## src/rtl/dgas_pkg.sv

```systemverilog
// dgas_pkg: sizes, request and response words, action and status codes,
// controller states and the command/status groups for the graph store.
// No dependencies; imported by every module of the block.
`default_nettype none

package dgas_pkg;

	// storage sizing
	localparam int MAX_VERTICES = 16;
	localparam int KEY_BITS     = 16;

	localparam int IDX_W  = (MAX_VERTICES > 1) ? $clog2(MAX_VERTICES) : 1;
	localparam int VCNT_W = $clog2(MAX_VERTICES + 1);
	localparam int ECNT_W = $clog2(MAX_VERTICES * MAX_VERTICES + 1);
	localparam int DEG_W  = $clog2(MAX_VERTICES + 1);
	localparam int GONE_W = $clog2(2 * MAX_VERTICES);
	localparam int CMP_W  = (GONE_W > ECNT_W) ? GONE_W : ECNT_W;

	// field widths of the request and response words
	localparam int ACT_W  = 3;
	localparam int VKEY_W = 16;
	localparam int STAT_W = 3;
	localparam int DOUT_W = 5;
	localparam int TDEG_W = 6;
	localparam int VTOT_W = 5;
	localparam int ETOT_W = 9;

	typedef enum logic [ACT_W-1:0] {
		ACT_ADD_VERTEX    = 3'd0,
		ACT_REMOVE_VERTEX = 3'd1,
		ACT_ADD_EDGE      = 3'd2,
		ACT_REMOVE_EDGE   = 3'd3,
		ACT_EDGE_QUERY    = 3'd4,
		ACT_DEGREE        = 3'd5,
		ACT_SUMMARY       = 3'd6,
		ACT_NONE          = 3'd7
	} action_t;

	typedef enum logic [STAT_W-1:0] {
		ST_OK        = 3'd0,
		ST_NOT_FOUND = 3'd1,
		ST_PRESENT   = 3'd2,
		ST_NO_EDGE   = 3'd3,
		ST_FULL      = 3'd4
	} status_t;

	typedef struct packed {
		logic [ACT_W-1:0]  action;
		logic [VKEY_W-1:0] first_vertex;
		logic [VKEY_W-1:0] second_vertex;
	} req_t;

	typedef struct packed {
		logic [STAT_W-1:0] status;
		logic              edge_present;
		logic              is_directed;
		logic [DOUT_W-1:0] in_degree;
		logic [DOUT_W-1:0] out_degree;
		logic [TDEG_W-1:0] total_degree;
		logic [VTOT_W-1:0] vertex_total;
		logic [ETOT_W-1:0] edge_total;
	} rsp_t;

	typedef enum logic [1:0] {
		S_IDLE,
		S_SEARCH,
		S_WALK,
		S_FINISH
	} state_t;

	// controller to datapath
	typedef struct packed {
		logic capture;
		logic search_step;
		logic walk_step;
		logic finish;
	} dp_cmd_t;

	// datapath to controller
	typedef struct packed {
		action_t action;
		logic    idx_last;
		logic    rsp_valid;
	} dp_stat_t;

endpackage

`default_nettype wire

```

## src/rtl/dgas_ctrl.sv

```systemverilog
// dgas_ctrl: request sequencer for the graph store (search, walk, commit).
// Depends on dgas_pkg; drives the datapath through dp_cmd_t only.
`default_nettype none

module dgas_ctrl import dgas_pkg::*; (
	input  logic     clk,
	input  logic     arst_n,
	input  logic     req_valid,
	output logic     req_ready,
	input  logic     rsp_ready,
	input  dp_stat_t stat,
	output dp_cmd_t  cmd
);

	state_t state_q;
	state_t state_d;
	logic   needs_walk;
	logic   rsp_free;

	// actions that need a pass over the matrix
	always_comb begin
		unique case (stat.action)
			ACT_REMOVE_VERTEX, ACT_DEGREE, ACT_SUMMARY: needs_walk = 1'b1;
			default:                                    needs_walk = 1'b0;
		endcase
	end

	assign rsp_free = !stat.rsp_valid || rsp_ready;

	// state register
	always_ff @(posedge clk or negedge arst_n) begin
		if (!arst_n) begin
			state_q <= S_IDLE;
		end else begin
			state_q <= state_d;
		end
	end

	// next state and commands
	always_comb begin
		state_d   = state_q;
		cmd       = '0;
		req_ready = 1'b0;
		unique case (state_q)
			S_IDLE: begin
				req_ready   = 1'b1;
				cmd.capture = req_valid;
				if (req_valid) begin
					state_d = S_SEARCH;
				end
			end
			S_SEARCH: begin
				cmd.search_step = 1'b1;
				if (stat.idx_last) begin
					state_d = needs_walk ? S_WALK : S_FINISH;
				end
			end
			S_WALK: begin
				cmd.walk_step = 1'b1;
				if (stat.idx_last) begin
					state_d = S_FINISH;
				end
			end
			S_FINISH: begin
				if (rsp_free) begin
					cmd.finish = 1'b1;
					state_d    = S_IDLE;
				end
			end
			default: begin
				state_d = S_IDLE;
			end
		endcase
	end

	// a taken request always starts with the slot search
	a_accept_search: assert property (@(posedge clk) disable iff (!arst_n)
		(req_valid && req_ready) |=> (state_q == S_SEARCH))
		else $error("accepted request did not start the search");

	// commit only into a free output register
	a_finish_free: assert property (@(posedge clk) disable iff (!arst_n)
		cmd.finish |-> rsp_free)
		else $error("commit while output word still held");

	// after a commit the block takes the next request
	a_finish_ready: assert property (@(posedge clk) disable iff (!arst_n)
		cmd.finish |=> req_ready)
		else $error("not ready after commit");

endmodule

`default_nettype wire

```

## src/rtl/dgas_dp.sv

```systemverilog
// dgas_dp: slot table, adjacency matrix, counters, scan accumulators and
// the output register of the graph store. Depends on dgas_pkg.
`default_nettype none

module dgas_dp import dgas_pkg::*; (
	input  logic     clk,
	input  logic     arst_n,
	input  req_t     req,
	input  dp_cmd_t  cmd,
	input  logic     rsp_ready,
	output dp_stat_t stat,
	output rsp_t     rsp,
	output logic     rsp_valid
);

	localparam logic [IDX_W-1:0] IDX_LAST = IDX_W'(MAX_VERTICES - 1);

	// request context
	action_t           action_q;
	logic [KEY_BITS-1:0] key_a_q;
	logic [KEY_BITS-1:0] key_b_q;

	// scan state
	logic [IDX_W-1:0]  idx_q;
	logic              a_hit_q;
	logic              b_hit_q;
	logic              free_hit_q;
	logic [IDX_W-1:0]  a_idx_q;
	logic [IDX_W-1:0]  b_idx_q;
	logic [IDX_W-1:0]  free_idx_q;
	logic [DEG_W-1:0]  in_acc_q;
	logic [DEG_W-1:0]  out_acc_q;
	logic [GONE_W-1:0] gone_q;
	logic              dir_q;

	// graph state
	logic [MAX_VERTICES-1:0] slot_valid_q;
	logic [KEY_BITS-1:0]     slot_key_q [MAX_VERTICES];
	logic [MAX_VERTICES-1:0] adj_q [MAX_VERTICES];
	logic [VCNT_W-1:0]       vcount_q;
	logic [ECNT_W-1:0]       ecount_q;

	// output register
	rsp_t rsp_q;
	logic rsp_valid_q;

	// combinational
	logic                    idx_last;
	logic [KEY_BITS-1:0]     rd_key;
	logic                    rd_valid;
	logic                    hit_a;
	logic                    hit_b;
	logic [MAX_VERTICES-1:0] row_j;
	logic [MAX_VERTICES-1:0] col_j;
	logic                    a_to_j;
	logic                    j_to_a;
	logic                    sym_miss;
	logic [MAX_VERTICES-1:0] valid_d;
	logic [MAX_VERTICES-1:0] adj_d [MAX_VERTICES];
	logic [VCNT_W-1:0]       vcount_d;
	logic [ECNT_W-1:0]       ecount_d;
	logic                    key_we;
	logic                    edge_ab;
	logic                    present;
	status_t                 st;
	logic [CMP_W-1:0]        gone_ext;
	logic [CMP_W-1:0]        ecount_ext;
	logic [DEG_W:0]          deg_sum;
	rsp_t                    rsp_d;
	logic                    orphan;

	assign idx_last = (idx_q == IDX_LAST);

	// slot read and key compare at the scan index
	assign rd_key   = slot_key_q[idx_q];
	assign rd_valid = slot_valid_q[idx_q];
	assign hit_a    = rd_valid && (rd_key == key_a_q);
	assign hit_b    = rd_valid && (rd_key == key_b_q);

	// row and column of the walked vertex
	assign row_j = adj_q[idx_q];
	always_comb begin
		for (int i = 0; i < MAX_VERTICES; i++) begin
			col_j[i] = adj_q[i][idx_q];
		end
	end
	assign a_to_j   = adj_q[a_idx_q][idx_q];
	assign j_to_a   = row_j[a_idx_q];
	assign sym_miss = |(row_j & ~col_j);

	// request capture and scan registers
	always_ff @(posedge clk) begin
		if (cmd.capture) begin
			action_q   <= action_t'(req.action);
			key_a_q    <= KEY_BITS'(req.first_vertex);
			key_b_q    <= KEY_BITS'(req.second_vertex);
			idx_q      <= '0;
			a_hit_q    <= 1'b0;
			b_hit_q    <= 1'b0;
			free_hit_q <= 1'b0;
			a_idx_q    <= '0;
			b_idx_q    <= '0;
			free_idx_q <= '0;
			in_acc_q   <= '0;
			out_acc_q  <= '0;
			gone_q     <= '0;
			dir_q      <= 1'b0;
		end else begin
			if (cmd.search_step || cmd.walk_step) begin
				idx_q <= idx_last ? '0 : idx_q + 1'b1;
			end
			// slot search: keys are unique, lowest free slot wins
			if (cmd.search_step) begin
				if (hit_a) begin
					a_hit_q <= 1'b1;
					a_idx_q <= idx_q;
				end
				if (hit_b) begin
					b_hit_q <= 1'b1;
					b_idx_q <= idx_q;
				end
				if (!rd_valid && !free_hit_q) begin
					free_hit_q <= 1'b1;
					free_idx_q <= idx_q;
				end
			end
			// matrix walk: degrees, edges lost on removal, symmetry
			if (cmd.walk_step) begin
				out_acc_q <= out_acc_q + DEG_W'(a_to_j);
				in_acc_q  <= in_acc_q + DEG_W'(rd_valid && j_to_a);
				gone_q    <= gone_q + GONE_W'(a_to_j)
					+ GONE_W'((idx_q != a_idx_q) && j_to_a);
				dir_q     <= dir_q | sym_miss;
			end
		end
	end

	// commit: state update and result word
	always_comb begin
		valid_d    = slot_valid_q;
		adj_d      = adj_q;
		vcount_d   = vcount_q;
		ecount_d   = ecount_q;
		key_we     = 1'b0;
		st         = ST_OK;
		present    = 1'b0;
		edge_ab    = adj_q[a_idx_q][b_idx_q];
		gone_ext   = CMP_W'(gone_q);
		ecount_ext = CMP_W'(ecount_q);
		unique case (action_q)
			ACT_ADD_VERTEX: begin
				if (a_hit_q) begin
					st = ST_PRESENT;
				end else if (!free_hit_q) begin
					st = ST_FULL;
				end else begin
					valid_d[free_idx_q] = 1'b1;
					key_we              = 1'b1;
					for (int i = 0; i < MAX_VERTICES; i++) begin
						adj_d[i][free_idx_q] = 1'b0;
					end
					adj_d[free_idx_q] = '0;
					vcount_d          = vcount_q + 1'b1;
				end
			end
			ACT_REMOVE_VERTEX: begin
				if (!a_hit_q) begin
					st = ST_NOT_FOUND;
				end else begin
					for (int i = 0; i < MAX_VERTICES; i++) begin
						adj_d[i][a_idx_q] = 1'b0;
					end
					adj_d[a_idx_q]   = '0;
					valid_d[a_idx_q] = 1'b0;
					vcount_d         = vcount_q - 1'b1;
					ecount_d         = (gone_ext <= ecount_ext)
						? ECNT_W'(ecount_ext - gone_ext) : '0;
				end
			end
			ACT_ADD_EDGE: begin
				if (!a_hit_q || !b_hit_q) begin
					st = ST_NOT_FOUND;
				end else if (edge_ab) begin
					st = ST_PRESENT;
				end else begin
					adj_d[a_idx_q][b_idx_q] = 1'b1;
					ecount_d                = ecount_q + 1'b1;
				end
			end
			ACT_REMOVE_EDGE: begin
				if (!a_hit_q || !b_hit_q) begin
					st = ST_NOT_FOUND;
				end else if (!edge_ab) begin
					st = ST_NO_EDGE;
				end else begin
					adj_d[a_idx_q][b_idx_q] = 1'b0;
					ecount_d                = ecount_q - 1'b1;
				end
			end
			ACT_EDGE_QUERY: begin
				if (!a_hit_q || !b_hit_q) begin
					st = ST_NOT_FOUND;
				end else begin
					present = edge_ab;
				end
			end
			ACT_DEGREE: begin
				if (!a_hit_q) begin
					st = ST_NOT_FOUND;
				end
			end
			default: begin
			end
		endcase

		deg_sum            = {1'b0, in_acc_q} + {1'b0, out_acc_q};
		rsp_d              = '0;
		rsp_d.status       = st;
		rsp_d.edge_present = present;
		rsp_d.is_directed  = (action_q == ACT_SUMMARY) && dir_q;
		if (action_q == ACT_DEGREE && st == ST_OK) begin
			rsp_d.in_degree    = DOUT_W'(in_acc_q);
			rsp_d.out_degree   = DOUT_W'(out_acc_q);
			rsp_d.total_degree = TDEG_W'(deg_sum);
		end
		rsp_d.vertex_total = VTOT_W'(vcount_d);
		rsp_d.edge_total   = ETOT_W'(ecount_d);
	end

	// graph state with reset values
	always_ff @(posedge clk or negedge arst_n) begin
		if (!arst_n) begin
			slot_valid_q <= '0;
			vcount_q     <= '0;
			ecount_q     <= '0;
			for (int i = 0; i < MAX_VERTICES; i++) begin
				adj_q[i] <= '0;
			end
		end else if (cmd.finish) begin
			slot_valid_q <= valid_d;
			vcount_q     <= vcount_d;
			ecount_q     <= ecount_d;
			adj_q        <= adj_d;
		end
	end

	// key table, written on vertex add
	always_ff @(posedge clk) begin
		if (cmd.finish && key_we) begin
			slot_key_q[free_idx_q] <= key_a_q;
		end
	end

	// output register
	always_ff @(posedge clk or negedge arst_n) begin
		if (!arst_n) begin
			rsp_valid_q <= 1'b0;
		end else if (cmd.finish) begin
			rsp_valid_q <= 1'b1;
		end else if (rsp_ready) begin
			rsp_valid_q <= 1'b0;
		end
	end

	always_ff @(posedge clk) begin
		if (cmd.finish) begin
			rsp_q <= rsp_d;
		end
	end

	assign rsp       = rsp_q;
	assign rsp_valid = rsp_valid_q;

	assign stat.action    = action_q;
	assign stat.idx_last  = idx_last;
	assign stat.rsp_valid = rsp_valid_q;

	// edges touching an empty slot
	always_comb begin
		orphan = 1'b0;
		for (int i = 0; i < MAX_VERTICES; i++) begin
			if (!slot_valid_q[i] && (adj_q[i] != '0)) begin
				orphan = 1'b1;
			end
			if ((adj_q[i] & ~slot_valid_q) != '0) begin
				orphan = 1'b1;
			end
		end
	end

	// vertex count tracks the occupied slots
	a_vcount: assert property (@(posedge clk) disable iff (!arst_n)
		vcount_q == VCNT_W'($countones(slot_valid_q)))
		else $error("vertex count differs from occupied slots");

	// no edge may start or end at an empty slot
	a_no_orphan: assert property (@(posedge clk) disable iff (!arst_n)
		!orphan)
		else $error("edge attached to an empty slot");

	// a new result word only appears after a commit
	a_rsp_from_finish: assert property (@(posedge clk) disable iff (!arst_n)
		$rose(rsp_valid_q) |-> $past(cmd.finish))
		else $error("result word without commit");

endmodule

`default_nettype wire

```

## src/rtl/directed_graph_adjacency_store.sv

```systemverilog
// directed_graph_adjacency_store: top level of the directed graph store.
// Depends on dgas_pkg, dgas_ctrl and dgas_dp.
//
// Each request word (action, first and second vertex key) gives exactly one
// result word. A request is taken when the block is idle, then the 16 key
// slots are searched one per cycle through the single slot read port. Add
// vertex, the edge actions and the unused action then commit the result;
// remove vertex, degree and summary first walk the adjacency matrix one row
// and column per cycle, then commit. The result sits in an output register,
// so the next request is taken and searched while the previous result waits;
// the commit waits for that register to drain. The matrix and slot flags
// clear at reset, so the block takes requests straight after reset with no
// clearing pass.
`default_nettype none

module directed_graph_adjacency_store import dgas_pkg::*; (
	input  logic clk,
	input  logic arst_n,
	input  logic req_valid,
	output logic req_ready,
	input  req_t req,
	output logic rsp_valid,
	input  logic rsp_ready,
	output rsp_t rsp
);

	dp_cmd_t  cmd;
	dp_stat_t stat;

	// sequencer
	dgas_ctrl u_ctrl (
		.clk       (clk),
		.arst_n    (arst_n),
		.req_valid (req_valid),
		.req_ready (req_ready),
		.rsp_ready (rsp_ready),
		.stat      (stat),
		.cmd       (cmd)
	);

	// storage and result datapath
	dgas_dp u_dp (
		.clk       (clk),
		.arst_n    (arst_n),
		.req       (req),
		.cmd       (cmd),
		.rsp_ready (rsp_ready),
		.stat      (stat),
		.rsp       (rsp),
		.rsp_valid (rsp_valid)
	);

endmodule

`default_nettype wire

```

## config.mk

```make
export PLATFORM = sky130hd
export DESIGN_NAME = directed_graph_adjacency_store
export DESIGN_NICKNAME = d
export VERILOG_FILES = /design/src/rtl/dgas_pkg.sv /design/src/rtl/dgas_ctrl.sv /design/src/rtl/dgas_dp.sv /design/src/rtl/directed_graph_adjacency_store.sv
export SDC_FILE = /design/constraint.sdc
export NUM_CORES = 2
export LEC_CHECK = 0
export BUFFER_PORTS_ARGS = -buffer_cell sky130_fd_sc_hd__buf_4
export CORE_ASPECT_RATIO = 2
export CORE_MARGIN = 2
export CORE_UTILIZATION = 52
export DETAILED_ROUTE_END_ITERATION = 6
export GPL_ROUTABILITY_DRIVEN = 1
export PLACE_DENSITY_LB_ADDON = 0.1
export SLEW_MARGIN = 0
export SYNTH_ARGS = -nofsm -noshare
export SYNTH_HDL_FRONTEND = slang
export SYNTH_SLANG_ARGS = --single-unit
```

## constraint.sdc

```tcl
create_clock -name clk -period 5.11 [get_ports clk]
set_input_delay 1.022 -clock clk [delete_from_list [all_inputs] [get_ports clk]]
set_output_delay 1.022 -clock clk [all_outputs]
set_load 0.1 [all_outputs]
```

==> flow_summary.yaml, run 1 <==
run_status:
  stop_stage: "global routing (5_1_grt)"
  error_line: "[ERROR GRT-0116] Global routing finished with congestion. Check the congestion regions in the DRC Viewer."
  status: "did not finish"
clock_tree:
  ctsHoldBuffers: 0
  post-cts-setup-buffers: 0
  cts_buffers: 58
  cts_resized: 0
  htree_levels: 2
  cts_sinks: 654
  clock_path_buffers: 3
  cts-root-buf: "clkbuf_16"
logic_synthesis:
  synth_seq_area_share_pct: 45.9
  synth_top_area_share_pct: 25.2
  synth-async-reset-ratio_pct: 44.2
  synth.cell_area_sq_um: 38800
  synth_seq_cells: 654
  avgSynthCellArea_sq_um: 11.0
  syn_nets: 3598
  yosysTopAreaCell: "edfxtp_1"
  syn_inst: 3532
  yosysWarnings: 0
  netlist_top_cells_count: "384 x o21ai_0, 327 x nand2_1, 326 x edfxtp_1"
  synth_cell_types: 79
  synth_edf_count: 326
  yosys.cell_count.top_type: "o21ai_0"
  synth.area.top_cells: "edfxtp_1 25%, dfrtp_1 19%, mux4_2 16%"
  synth_top_flop_cell: "edfxtp_1"
placement:
  port_buffers: 75
  hpwlAfterDp_mm: 162
  gp_congestion: 1.25
die:
  die_y_um: 390
  num_rows: 141
  io_pins: 76
  die_x_um: 197
  start_util_pct: 52.5
global_routing:
  grt_max_degree: 110
  grt_usage_pct: 66.0
  grt_pass1_wl_mm: 350
  grt_pass1_vias: 41300
  grt-ovfl-total: 49
[through the flow]
step	setup slack (ps)	area (sq um)	util [%]	std cells
floorplan	695	38800	-	3532
global placement	250	42500	57.5	4575
detailed placement	328	42500	57.5	4575
CTS	291	44500	60.3	4682
[metal layers]
metal | GRT overflow | track usage, %
met4 | 16 | 67.2
met2 | 33 | 87.5
met1 | 0 | 66.2
met5 | 0 | 11.8
met3 | 0 | 43.0
[cell families after synthesis]
logic type / count (synthesis) / share of synthesized area (%)
buffers and inverters: 424 / 4.43
flip-flops: 654 / 45.9
AO/OA/AOI/OAI: 1157 / 19.2
XOR/XNOR: 61 / 1.38
AND/OR/NAND/NOR: 811 / 9.06
multiplexers: 398 / 19.2
adder cells (fa/ha/maj): 27 / 0.928
==> run 2: changes to the inputs <==
Settings changed: CORE_ASPECT_RATIO 2 to unset, CORE_UTILIZATION 52 to 37, PLACE_DENSITY_LB_ADDON 0.1 to 0.15.
==> run 2 against run 1 <==
Effect of this change:
- synthesized cell count did not move
- synthesized area stayed put
- the flow now finishes, with violations (design-rule violations, max-capacitance violations, max-slew violations)
==> flow_summary.yaml, run 2 <==
run_status:
  status: "finished, violations left"
  violations: "design-rule violations, max-capacitance violations, max-slew violations"
timing:
  setup_viol: 0
  min_period_ps: 4970
  fmax_ghz: 0.201
  finalCritPeriodShare_pct: 97.3
  clock_skew_ps: 64.1
  timing.setup.tns_ps: 0
  slew_violations: 6
  worst_pin_slew_ps: 1670
  rsz0062_at_grt: "false"
  timing.hold.ws_ps: 328
  finalHoldViolCount: 0
  setup_slack_ps: 137
  max-slew-margin-rel_pct: -11.6
clock_tree:
  cts-root-buf: "clkbuf_16"
  cts_tree: "done"
  cts_resized: 0
  post-cts-setup-buffers: 0
  ctsHoldBuffers: 0
  insertion_delay_ps: 720
  cts_buffers: 78
  clock_path_buffers: 3
  htree_levels: 3
  clkTransAtPathRegs_ps: 60
  cts_sinks: 654
global_routing:
  grt-ovfl-total: 0
  grt_max_degree: 81
  grt_pass1_vias: 33600
  grt_usage_pct: 37.7
  grt_pass1_wl_mm: 281
  antenna_found_initial: 22
logic_synthesis:
  synth_seq_cells: 654
  synth_cell_types: 79
  synth_simple_gate_area_share_pct: 9.06
  synth_edf_count: 326
  synthAdderAreaFrac_pct: 0.928
  netlist_top_cells_count: "384 x o21ai_0, 327 x nand2_1, 326 x edfxtp_1"
  synthXorXnorAreaFrac_pct: 1.38
  synth_top_family_by_area: "multiplexers"
  avgSynthCellArea_sq_um: 11.0
  synth_seq_area_share_pct: 45.9
  synth-async-reset-ratio_pct: 44.2
  synth.cell_area_sq_um: 38800
  synth.mux.area_fraction_pct: 19.2
  synth_top_area_share_pct: 25.2
  yosysTopAreaCell: "edfxtp_1"
  syn_nets: 3598
  yosysWarnings: 0
  synth_top_flop_cell: "edfxtp_1"
  syn_inst: 3532
  yosys.cell_count.top_type: "o21ai_0"
  synth_compound_area_share_pct: 19.2
  synth.area.top_cells: "edfxtp_1 25%, dfrtp_1 19%, mux4_2 16%"
final_layout:
  final_cell_mix: "384 x o21ai_0, 338 x buf_4, 327 x nand2_1"
  layout.cells.most_common: "o21ai_0"
  nFillCells: 9739
  final_nets: 3735
  area_delta_synth_final_pct: 16.7
  drive_gt1_share_pct: 22.9
setup_path:
  crit_path_top_delay_cell: "and2_1"
  cp_top_family: "compound AO/OA/AOI/OAI gates"
  path_buf_inv: 4
  r2r_end: "u_dp.adj_q[124]"
  worstPathMaxFanout: 40
  r2r-start: "u_dp.a_idx_q[1]"
  reg2regPathDepth: 13
  worstSetupPathType: "flop to flop"
  end_kind: "flop"
  crit_chain: "buf_12, and2_1, a22oi_1, nand2_1, a211o_1, o2111ai_2, buf_4, a21oi_2, nor4_4, buf_12, buf_4, a211oi_1, o22ai_1"
  max_stage_delay_ps: 820
  start_kind: "flop"
  worstPathArrival_ps: 5490
  required_ps: 5630
  r2r_setup_slack_ps: 140
die:
  io_pins: 76
  die_area_sq_um: 108000
  core_sq_um: 104000
  die_y_um: 328
  start_util_pct: 37.4
  die_x_um: 328
  num_rows: 118
route:
  dr.pass1.iters: 7
  ant_nets: 0
  drtIter0Drc: 6287
  via_per_inst: 6.98
  drc: 8
  num_vias: 35800
  drt_wl_total_mm: 206
  wl_per_cell_um: 40.2
power:
  peakVddDrop_v: 0.000313
  power_density_nw_per_um2: 484
  power_leakage_uw: 0.0164
min_path:
  hp-class: "primary input to async pin"
placement:
  gp_congestion: 1.08
  hpwlAfterDp_mm: 144
  port_buffers: 75
  place_ws_ps: 504
run:
  cap_violations: 1
## run 2: cell counts after synthesis
No cell type changed its count.
## run 2: area by class of cell
type	instances	area, sq um	area share, %
clock buffers	98	2110	4.65
diodes	11	27.5	0.0607
clock inverters	46	588	1.30
multi-input cells	2454	19500	43.0
inverters	114	428	0.944
flip-flops and latches	654	17800	39.3
repair buffers	367	3110	6.87
well taps	1380	1730	3.81
## run 2: cells by family after synthesis
logic type / Yosys count
buffers and inverters: 424
flip-flops: 654
multiplexers: 398
XOR/XNOR: 61
AO/OA/AOI/OAI: 1157
AND/OR/NAND/NOR: 811
adder cells (fa/ha/maj): 27
## run 2: worst max-delay path by stage
| stage | startpoint | cells after the start | slack (ps) | to |
|---|---|---|---|---|
| 4_1_cts | u_dp.a_idx_q[1] | 13 | 480 | u_dp.adj_q[79] |
| 3_5_place_dp | u_dp.a_idx_q[1] | 13 | 500 | u_dp.adj_q[124] |
| 2_1_floorplan | rsp_ready | 7 | 700 | u_dp.slot_key_q[5][0] |
| 3_3_place_gp | u_dp.a_idx_q[1] | 13 | 490 | u_dp.adj_q[124] |
| 6_report | u_dp.a_idx_q[1] | 13 | 140 | u_dp.adj_q[124] |
| 5_1_grt | u_dp.a_idx_q[1] | 13 | 100 | u_dp.adj_q[124] |
## run 2: metal layers
layer,wire length (um),global-route usage [%],share of wire [%],vias up
met4,16900,24.3,8.2,18
met2,83600,52.4,41,3131
li1,-,-,-,14000
met1,75300,48.1,37,17800
met3,30000,15.8,15,853
met5,106,0,0.051,-
## run 2: power by group
part	total [uW]	internal, uW	switching (uW)
clock	5990	3510	2490
combinational	8540	3380	5160
sequential	7370	6250	1130
## run 2: stage by stage
step	instances	cell area, sq um	total power (uW)	utilization (%)
floorplan	3532	38800	12400	-
global placement	4969	42600	15600	41.0
detailed placement	4969	42600	15600	41.0
CTS	5113	45300	21600	43.6
global route	5114	45300	22500	43.6
finish	5124	45300	21900	43.7
Power figures use the tool's default switching activity.
